$ cat src/rtl/frm_pkg.sv
package frm_pkg;

  localparam int MAX_FRAME_DEF = 1024;
  localparam int SAMPLE_W      = 16;
  localparam int RMS_W         = 15;
  localparam int COUNT_W       = 11;
  localparam int SQUARE_W      = 2 * SAMPLE_W;
  localparam int RMS_MAX       = 32767;
  localparam int COUNT_OUT_MAX = 2047;

  // One command per datapath operation; at most one is active in a cycle.
  typedef struct packed {
    logic acc;       // accumulate the sample being transferred
    logic div_load;  // latch frame totals into the divider, clear accumulator
    logic div_step;  // one quotient bit
    logic sq_load;   // move quotient into the root unit
    logic sq_step;   // one root bit
    logic out_load;  // capture result into the output register
  } frm_cmd_t;

endpackage

$ cat src/rtl/frm_ctrl.sv
module frm_ctrl #(
  parameter int SUM_W  = 41,
  parameter int ROOT_W = 21
) (
  input  logic              clk,
  input  logic              rst,
  input  logic              in_valid,
  input  logic              last,
  output logic              in_ready,
  output logic              out_valid,
  input  logic              out_ready,
  output frm_pkg::frm_cmd_t cmd
);
  import frm_pkg::*;

  localparam int STEP_W = $clog2(SUM_W);

  typedef enum logic [2:0] {
    S_ACC,
    S_LOAD,
    S_DIV,
    S_SQLOAD,
    S_SQRT,
    S_FIN
  } state_t;

  state_t            state;
  logic [STEP_W-1:0] step;

  always_comb begin
    cmd          = '0;
    cmd.acc      = (state == S_ACC) && in_valid;
    cmd.div_load = (state == S_LOAD);
    cmd.div_step = (state == S_DIV);
    cmd.sq_load  = (state == S_SQLOAD);
    cmd.sq_step  = (state == S_SQRT);
    cmd.out_load = (state == S_FIN) && (!out_valid || out_ready);
  end

  assign in_ready = (state == S_ACC);

  always_ff @(posedge clk) begin
    if (rst) begin
      state     <= S_ACC;
      step      <= '0;
      out_valid <= 1'b0;
    end else begin
      if (cmd.out_load) begin
        out_valid <= 1'b1;
      end else if (out_ready) begin
        out_valid <= 1'b0;
      end
      case (state)
        S_ACC: begin
          if (in_valid && last) begin
            state <= S_LOAD;
          end
        end
        S_LOAD: begin
          step  <= '0;
          state <= S_DIV;
        end
        S_DIV: begin
          if (step == STEP_W'(SUM_W - 1)) begin
            step  <= '0;
            state <= S_SQLOAD;
          end else begin
            step <= step + 1'b1;
          end
        end
        S_SQLOAD: begin
          state <= S_SQRT;
        end
        S_SQRT: begin
          if (step == STEP_W'(ROOT_W - 1)) begin
            step  <= '0;
            state <= S_FIN;
          end else begin
            step <= step + 1'b1;
          end
        end
        S_FIN: begin
          if (cmd.out_load) begin
            state <= S_ACC;
          end
        end
        default: begin
          state <= S_ACC;
        end
      endcase
    end
  end

`ifndef ASSERT_OFF
  a_cmd_onehot: assert property (@(posedge clk) disable iff (rst)
    $onehot0({cmd.acc, cmd.div_load, cmd.div_step, cmd.sq_load, cmd.sq_step, cmd.out_load}))
    else $error("more than one datapath command active");

  a_no_overwrite: assert property (@(posedge clk) disable iff (rst)
    cmd.out_load |-> (!out_valid || out_ready))
    else $error("pending result overwritten");

  a_last_ends_frame: assert property (@(posedge clk) disable iff (rst)
    (in_valid && in_ready && last) |=> (state == S_LOAD && !in_ready))
    else $error("last sample did not start evaluation");

  a_step_range: assert property (@(posedge clk) disable iff (rst)
    (state == S_SQRT) |-> (step < STEP_W'(ROOT_W)))
    else $error("root step counter out of range");
`endif

endmodule

$ cat src/rtl/frm_dp.sv
module frm_dp #(
  parameter int MAX_FRAME = 1024,
  parameter int CNT_W     = 11,
  parameter int SUM_W     = 41,
  parameter int ROOT_W    = 21
) (
  input  logic                               clk,
  input  logic                               rst,
  input  frm_pkg::frm_cmd_t                  cmd,
  input  logic signed [frm_pkg::SAMPLE_W-1:0] sample,
  output logic [frm_pkg::RMS_W-1:0]          rms,
  output logic [frm_pkg::COUNT_W-1:0]        sample_count,
  output logic                               overflow
);
  import frm_pkg::*;

  localparam int RAD_W = 2 * ROOT_W;
  localparam int REM_W = ROOT_W + 2;
  localparam int EXT_W = CNT_W + COUNT_W;

  // accumulator
  logic [SUM_W-1:0]    square_sum;
  logic [CNT_W-1:0]    frame_count;
  logic                too_long;
  logic [SAMPLE_W-1:0] mag;
  logic [SQUARE_W-1:0] square;

  // divider
  logic [SUM_W-1:0] quo;
  logic [CNT_W-1:0] drem;
  logic [CNT_W-1:0] divisor;
  logic             flag_hold;
  logic [CNT_W:0]   dshift;
  logic [CNT_W:0]   ddiff;
  logic             dfit;

  // root
  logic [RAD_W-1:0]  rad;
  logic [ROOT_W-1:0] root;
  logic [REM_W-1:0]  srem;
  logic [REM_W+1:0]  sshift;
  logic [REM_W+1:0]  trial;
  logic [REM_W+1:0]  sdiff;
  logic              sfit;

  logic [EXT_W-1:0]   cnt_ext;
  logic [RMS_W-1:0]   rms_next;
  logic [COUNT_W-1:0] count_next;

  assign mag    = sample[SAMPLE_W-1] ? (~sample + 1'b1) : sample;
  assign square = SQUARE_W'(mag) * SQUARE_W'(mag);

  assign dshift = {drem, quo[SUM_W-1]};
  assign ddiff  = dshift - {1'b0, divisor};
  assign dfit   = (dshift >= {1'b0, divisor});

  assign sshift = {srem, rad[RAD_W-1 -: 2]};
  assign trial  = (REM_W + 2)'({root, 2'b01});
  assign sdiff  = sshift - trial;
  assign sfit   = (sshift >= trial);

  assign rms_next = (root > ROOT_W'(RMS_MAX)) ? RMS_W'(RMS_MAX) : root[RMS_W-1:0];
  assign cnt_ext  = EXT_W'(divisor);
  assign count_next = (cnt_ext > EXT_W'(COUNT_OUT_MAX)) ? COUNT_W'(COUNT_OUT_MAX)
                                                        : cnt_ext[COUNT_W-1:0];

  always_ff @(posedge clk) begin
    if (rst) begin
      square_sum  <= '0;
      frame_count <= '0;
      too_long    <= 1'b0;
    end else if (cmd.acc) begin
      if (frame_count < CNT_W'(MAX_FRAME)) begin
        square_sum  <= square_sum + SUM_W'(square);
        frame_count <= frame_count + 1'b1;
      end else begin
        too_long <= 1'b1;
      end
    end else if (cmd.div_load) begin
      square_sum  <= '0;
      frame_count <= '0;
      too_long    <= 1'b0;
    end
  end

  always_ff @(posedge clk) begin
    if (cmd.div_load) begin
      quo       <= square_sum;
      drem      <= '0;
      divisor   <= frame_count;
      flag_hold <= too_long;
    end else if (cmd.div_step) begin
      quo  <= {quo[SUM_W-2:0], dfit};
      drem <= dfit ? ddiff[CNT_W-1:0] : dshift[CNT_W-1:0];
    end
  end

  always_ff @(posedge clk) begin
    if (cmd.sq_load) begin
      rad  <= RAD_W'(quo);
      root <= '0;
      srem <= '0;
    end else if (cmd.sq_step) begin
      rad  <= {rad[RAD_W-3:0], 2'b00};
      root <= {root[ROOT_W-2:0], sfit};
      srem <= sfit ? sdiff[REM_W-1:0] : sshift[REM_W-1:0];
    end
  end

  always_ff @(posedge clk) begin
    if (cmd.out_load) begin
      rms          <= rms_next;
      sample_count <= count_next;
      overflow     <= flag_hold;
    end
  end

endmodule

$ cat src/rtl/frame_rms_meter_top.sv
// Frame RMS meter. Signed Q4.12 samples are transferred one per cycle and
// their squares summed (Q8.24) until the sample flagged last; then the
// block stops taking samples, divides the sum by the sample count with a
// restoring divider (one quotient bit per cycle, SUM_W quotient bits, 41 at the
// default MAX_FRAME of 1024) and takes the floor square root with a
// digit-recurrence unit (one root bit per cycle, ROOT_W root bits, 21 by
// default). The next frame's first sample is taken only once the result
// has gone into the output register; a result still waiting in the
// output register holds the block only when the next frame is ready to
// deliver. rms saturates at 32767, sample_count at 2047, and samples
// beyond MAX_FRAME are dropped with overflow set on that frame's result.
module frame_rms_meter_top #(
  parameter int MAX_FRAME = frm_pkg::MAX_FRAME_DEF
) (
  input  logic                                clk,
  input  logic                                rst,
  input  logic                                in_valid,
  output logic                                in_ready,
  input  logic signed [frm_pkg::SAMPLE_W-1:0] sample,
  input  logic                                last,
  output logic                                out_valid,
  input  logic                                out_ready,
  output logic [frm_pkg::RMS_W-1:0]           rms,
  output logic [frm_pkg::COUNT_W-1:0]         sample_count,
  output logic                                overflow
);
  import frm_pkg::*;

  // count must hold MAX_FRAME itself; each square is at most 2^30
  localparam int CNT_W  = $clog2(MAX_FRAME + 1);
  localparam int SUM_W  = 30 + CNT_W;
  localparam int ROOT_W = (SUM_W + 1) / 2;

  frm_cmd_t cmd;

  // sequencing and handshakes
  frm_ctrl #(
    .SUM_W  (SUM_W),
    .ROOT_W (ROOT_W)
  ) u_ctrl (
    .clk       (clk),
    .rst       (rst),
    .in_valid  (in_valid),
    .last      (last),
    .in_ready  (in_ready),
    .out_valid (out_valid),
    .out_ready (out_ready),
    .cmd       (cmd)
  );

  // accumulator, divider, root unit and output register
  frm_dp #(
    .MAX_FRAME (MAX_FRAME),
    .CNT_W     (CNT_W),
    .SUM_W     (SUM_W),
    .ROOT_W    (ROOT_W)
  ) u_dp (
    .clk          (clk),
    .rst          (rst),
    .cmd          (cmd),
    .sample       (sample),
    .rms          (rms),
    .sample_count (sample_count),
    .overflow     (overflow)
  );

endmodule

$ cat config.mk
export PLATFORM = sky130hd
export DESIGN_NAME = frame_rms_meter_top
export DESIGN_NICKNAME = d
export VERILOG_FILES = /design/src/rtl/frm_pkg.sv /design/src/rtl/frm_ctrl.sv /design/src/rtl/frm_dp.sv /design/src/rtl/frame_rms_meter_top.sv
export SDC_FILE = /design/constraint.sdc
export NUM_CORES = 1
export LEC_CHECK = 0
export BUFFER_PORTS_ARGS = -buffer_cell sky130_fd_sc_hd__buf_2
export CORE_MARGIN = 2
export CORE_UTILIZATION = 65
export DETAILED_ROUTE_END_ITERATION = 16
export PLACE_DENSITY = 0.89
export SLEW_MARGIN = 20
export SYNTH_ARGS = -nofsm -noshare
export SYNTH_HDL_FRONTEND = slang
export SYNTH_SLANG_ARGS = --single-unit
$ cat constraint.sdc
create_clock -name clk -period 9 [get_ports clk]
set_input_delay 0.9 -clock clk [delete_from_list [all_inputs] [get_ports clk]]
set_output_delay 0.9 -clock clk [all_outputs]
set_load 0.02 [all_outputs]
==> results of run 1 <==
[final cells by class]
type | instances | area [µm²] | share of cell area, %
clock inverter | 14 | 206 | 0.995
timing repair buffer | 80 | 478 | 2.30
inverter | 395 | 1480 | 7.14
sequential | 240 | 6020 | 29.0
clock buffer | 24 | 578 | 2.79
tap | 390 | 488 | 2.35
multi-input combinational | 1434 | 11500 | 55.4
[worst reg2reg max path, stage by stage (launching register included)]
cell and delay, ns:
dfxtp_1 0.33, inv_1 0.11, fa_1 0.56, inv_1 0.06
fa_1 0.49, inv_1 0.05, fa_1 0.46, fa_1 0.54
inv_1 0.04, ha_1 0.38, nor3_1 0.10, o31a_1 0.27
nor3_1 0.29, o2111ai_1 0.20, a311oi_1 0.49, o21ai_0 0.30
a21oi_1 0.23, xnor2_1 0.13, nor2_1 0.06
[sequential cells by signal (all words and copies together), names as in the netlist, 6 cells and up]
signal and flops:
u_dp.quo 41, u_dp.srem 23, u_dp.drem 11, u_dp.square_sum 41, u_dp.rad 42, u_dp.root 21, u_dp.divisor 11, u_dp.rms 15
u_ctrl.step 6, u_dp.sample_count 11, u_dp.frame_count 11
[cell usage after synthesis (13+ instances only)]
master,instances,area [µm²]
inv_1,386,1450
nand2_1,375,1410
fa_1,195,3900
ha_1,144,1800
nor2_1,127,477
edfxtp_1,121,3630
dfxtp_1,119,2380
a21oi_1,110,551
o21ai_0,94,470
clkbuf_1,76,285
nand3_1,50,250
xor2_1,45,394
xnor2_1,40,350
a21o_1,34,255
o22ai_1,21,131
nor3_1,13,65.1
[cells by family (layout without fill, tap and decap cells)]
kind of cell | after synthesis | count (layout)
buffers and inverters | 480 | 513
adders and majority gates | 339 | 339
xor gates and xnor gates | 88 | 88
and+or+nand+nor | 649 | 649
AOI/OAI and AO/OA | 343 | 343
DFF | 240 | 240
other | 2 | 11
muxes | 4 | 4
[stage by stage]
| stage | util (%) | setup slack [ns] | hold slack (ns) |
|---|---|---|---|
| final | 70.6 | 0.478 | 0.457 |
| after global routing | 70.6 | 0.147 | 0.456 |
| after CTS | 70.6 | 0.611 | 0.445 |
| after detailed placement | 67.9 | 0.114 | 0.429 |
| after global placement | 67.9 | 0.357 | 0.416 |
| after floorplan | - | 0.731 | 0.400 |
[metal layers]
| layer | vias up | track usage [%] |
|---|---|---|
| li1 | 6917 | - |
| met1 | 7176 | 35.7 |
| met2 | 548 | 51.3 |
| met3 | 120 | 2.97 |
| met4 | 0 | 9.71 |
| met5 | - | 0 |
[worst max-delay path by stage]
stage | startpoint | end | slack (ns)
6_report | sample[5] | u_dp.square_sum[35] | 0.48
5_1_grt | sample[5] | u_dp.square_sum[35] | 0.15
4_1_cts | sample[5] | u_dp.square_sum[35] | 0.61
3_5_place_dp | sample[5] | u_dp.square_sum[36] | 0.11
3_3_place_gp | sample[5] | u_dp.square_sum[39] | 0.36
2_1_floorplan | sample[5] | u_dp.square_sum[35] | 0.73
==> flow_summary.json, run 1 <==
{
  "outcome": "complete, no violations",
  "nNetsFinal": 2532,
  "post_cts_buffers": 0,
  "syn-cell-area_um2": 19300,
  "maxSlewHeadroom_pct": 27.6,
  "die_x_um": 176,
  "min_path_type": "reg -> reg",
  "required_ns": 9.37,
  "post-route-drc-count": 0,
  "path_clk_slew_ns": 0.07,
  "die_h_um": 176,
  "grt_pass1_wl_um": 72000,
  "htreeDepth": 1,
  "grt.overflow.total": 0,
  "route.layer.met1.wl_um": 17300,
  "io_buffer_count": 49,
  "wl_per_cell_um": 16.6,
  "regToRegSetupSlack_ns": 3.76,
  "crit_path_end_kind": "register",
  "via_per_inst": 5.73,
  "antenna_found_initial": 0,
  "worstSetupPathType": "in -> reg",
  "post_cts_resized": 0,
  "fin_skew_ns": 0.0142,
  "setup.worst_path.start_class": "input port",
  "clkSinkCount": 240,
  "hold_path_depth": 2,
  "synth_top_family_by_area": "adder cells",
  "stdcell_area_um2": 20800,
  "synthFlopType": "edfxtp_1",
  "wl_met2_um": 21700,
  "fin_tns_setup_ns": 0,
  "start_util_pct": 65.6,
  "vias": 14800,
  "post-place-cells": 2539,
  "synth-simple-area-share_pct": 14.4,
  "ctsHoldBuffers": 0,
  "place_area_um2": 20000,
  "rsz0062_at_grt": "false",
  "grt_pass1_vias": 15200,
  "routed.top_layer": "met4",
  "cap_violations": 0,
  "yosysWarnings": 0,
  "reg2reg_to": "u_dp.square_sum[36]",
  "synthMuxAreaShare_pct": 0.214,
  "ant_nets": 0,
  "dpl.hpwl_um": 33200,
  "final_cells": 2577,
  "post-route-period-util_pct": 94.7,
  "met3WireLength_um": 2630,
  "timing.fmax_ghz": 0.117,
  "final_cell_mix": "inv_1 (385), nand2_1 (374), fa_1 (195)",
  "grt_use_total_pct": 28.4,
  "cts-buffers-inserted": 21,
  "slowest_delay_ns": 0.54,
  "fill_cells": 2052,
  "drive_gt1_share_pct": 6.68,
  "synth_compound_area_share_pct": 10.8,
  "synth_xor_xnor_area_share_pct": 4.29,
  "diodes": 0,
  "finalSetupViolCount": 0,
  "drt_iter0_drc": 1236,
  "slowest_stage": "or4_4",
  "holdPathEnd": "u_dp.square_sum[27]",
  "io_pins": 50,
  "worstMarginPinSlew_ns": 1.08,
  "avgSynthCellArea_um2": 8.99,
  "synth_edf_count": 121,
  "rows": 63,
  "period_needed_ns": 8.52,
  "post_synth_num_cell_types": 75,
  "path_depth": 29,
  "slew_viol_final": 0,
  "crit_top_cell": "fa_1",
  "async_flop_share_pct": 0,
  "worst_r2r_path_depth": 18,
  "timing.rr.start": "u_dp.square_sum[8]",
  "synth-adder-area-share_pct": 29.6,
  "grt_max_degree": 79,
  "drt-pass1-iter-count": 6,
  "clockBufferDepth": 3,
  "finalHoldViolations": 0,
  "worstPathMaxFanout": 9,
  "cts_root_buf": "clkbuf_16",
  "gp_congestion": 0.959,
  "routed_wl_um": 42900,
  "clock_latency_ns": 0.51,
  "cp.arrival_ns": 8.89,
  "cts_tree": "done",
  "synthCells": 2145,
  "crit_family": "adder cells",
  "hold_start": "u_dp.square_sum[27]",
  "area_growth_pct": 7.58,
  "synth-seq-area-share_pct": 31.2,
  "crit_buf_inv": 6,
  "core_area_um2": 29400,
  "die_area_um2": 31100,
  "final_common_cell": "inv_1",
  "synth-seq-cells": 240
}
Power of run 1 is not shown: default switching activity piles up to over one toggle a cycle in this logic, so the estimate is an artifact.
==> inputs of run 2 (changes only) <==
--- a/config.mk
+++ b/config.mk
@@ -7,9 +7,9 @@
 export LEC_CHECK = 0
 export BUFFER_PORTS_ARGS = -buffer_cell sky130_fd_sc_hd__buf_2
 export CORE_MARGIN = 2
-export CORE_UTILIZATION = 65
+export CORE_UTILIZATION = 55
 export DETAILED_ROUTE_END_ITERATION = 16
-export PLACE_DENSITY = 0.89
+export PLACE_DENSITY = 0.84
 export SLEW_MARGIN = 20
 export SYNTH_ARGS = -nofsm -noshare
 export SYNTH_HDL_FRONTEND = slang
==> flow_summary.json, run 2 (synthesis results as in run 1) <==
{
  "cts_root_buf": "clkbuf_16",
  "ant_nets": 0,
  "min_path_type": "reg -> reg",
  "slowest_delay_ns": 0.55,
  "cp.arrival_ns": 8.67,
  "post-route-period-util_pct": 92.2,
  "hold_path_depth": 0,
  "post_cts_resized": 0,
  "die_h_um": 191,
  "worstSetupPathType": "in -> reg",
  "ctsHoldBuffers": 0,
  "worstMarginPinSlew_ns": 1.06,
  "largestRegisters": "u_dp.rad x42, u_dp.quo x41, u_dp.square_sum x41",
  "timing.rr.start": "u_dp.square_sum[8]",
  "drt_iter0_drc": 898,
  "grt_pass1_vias": 14700,
  "post-route-drc-count": 0,
  "gp_congestion": 0.942,
  "drive_gt1_share_pct": 6.57,
  "wl_per_cell_um": 15.4,
  "regMostFlops": "u_dp.rad",
  "grt_pass1_wl_um": 69400,
  "fin_skew_ns": 0.0221,
  "die_area_um2": 36600,
  "core_area_um2": 34500,
  "rsz0062_at_grt": "false",
  "clock_latency_ns": 0.52,
  "via_per_inst": 5.44,
  "timing.fmax_ghz": 0.121,
  "cts_tree": "done",
  "largest_reg_flops": 42,
  "post-place-cells": 2606,
  "final_cell_mix": "inv_1 (385), nand2_1 (374), fa_1 (195)",
  "setup.worst_path.start_class": "input port",
  "drt-pass1-iter-count": 5,
  "grt.overflow.total": 0,
  "die_x_um": 191,
  "grt_use_total_pct": 23.2,
  "regToRegSetupSlack_ns": 3.80,
  "finalSetupViolCount": 0,
  "cts-buffers-inserted": 22,
  "finalHoldViolations": 0,
  "fin_tns_setup_ns": 0,
  "outcome": "complete, no violations",
  "path_clk_slew_ns": 0.07,
  "crit_path_end_kind": "register",
  "slowest_stage": "or4_4",
  "dpl.hpwl_um": 32100,
  "htreeDepth": 1,
  "holdPathEnd": "u_dp.flag_hold",
  "grt_max_degree": 79,
  "routed_wl_um": 40900,
  "slew_viol_final": 0,
  "diodes": 0,
  "area_growth_pct": 7.73,
  "vias": 14400,
  "worst_r2r_path_depth": 18,
  "antenna_found_initial": 0,
  "cap_violations": 0,
  "period_needed_ns": 8.30,
  "clkSinkCount": 240,
  "final_cells": 2646,
  "start_util_pct": 55.8,
  "nNetsFinal": 2535,
  "reg2reg_to": "u_dp.square_sum[38]",
  "crit_top_cell": "fa_1",
  "post_cts_buffers": 0,
  "io_buffer_count": 49,
  "rows": 68,
  "clockBufferDepth": 3,
  "worstPathMaxFanout": 8,
  "required_ns": 9.37,
  "final_common_cell": "inv_1",
  "io_pins": 50,
  "maxSlewHeadroom_pct": 28.8,
  "hold_start": "u_dp.too_long"
}
[run 2: cell types whose count changed in the layout (fill, tap and decap cells not counted), moves of 2 or more]
cell | before | now
clkbuf_1 | 0 | 8
bufinv_16 | 5 | 1
clkinvlp_4 | 4 | 0
buf_4 | 31 | 33
clkbuf_8 | 2 | 4
clkinv_1 | 5 | 3
[run 2: layout make-up]
type | count | area [µm²]
fill | 2848 | 13800
inverter | 395 | 1480
tap | 455 | 569
timing repair buffer | 82 | 493
clock buffer | 35 | 661
multi-input combinational | 1434 | 11500
sequential | 240 | 6020
clock inverter | 5 | 57.6
[run 2: routing by layer]
metal / part of all wire [%] / vias to the layer above / global-route usage, % / wire length [µm]
met1: 43 / 6956 / 30.3 / 17600
met5: 0 / - / 0 / 0
met3: 5.6 / 79 / 2.35 / 2280
met2: 49 / 440 / 40.9 / 20100
li1: - / 6924 / - / -
met4: 2.3 / 0 / 6.33 / 954
[run 2: how the worst max path moves through the flow]
stage                           to  depth (start not counted)       from  slack, ns
5_1_grt        u_dp.square_sum[36]                         26  sample[5]       0.34
6_report       u_dp.square_sum[39]                         30  sample[5]       0.70
4_1_cts        u_dp.square_sum[39]                         30  sample[5]       0.71
3_3_place_gp   u_dp.square_sum[37]                         31  sample[5]       0.39
3_5_place_dp   u_dp.square_sum[39]                         30  sample[5]       0.18
2_1_floorplan  u_dp.square_sum[35]                         30  sample[5]       0.73
[run 2: worst max-delay path: cells and delay by family]
family | cells | cell delay, ns
buffers and inverters | 7 | 0.57
adder cells (fa/ha/maj) | 7 | 3.48
AO/OA/AOI/OAI | 8 | 1.99
XOR/XNOR | 2 | 0.35
AND/OR/NAND/NOR | 6 | 1.36
[run 2: per-stage QoR]
step / hold WS [ns] / area (µm²) / util [%] / setup WS, ns
after floorplan: 0.400 / 19300 / - / 0.731
after global placement: 0.432 / 20100 / 58.1 / 0.394
after detailed placement: 0.435 / 20100 / 58.1 / 0.184
after CTS: 0.451 / 20800 / 60.2 / 0.708
after global routing: 0.457 / 20800 / 60.2 / 0.343
final: 0.451 / 20800 / 60.2 / 0.705
Power of run 2 is left out for the same reason.
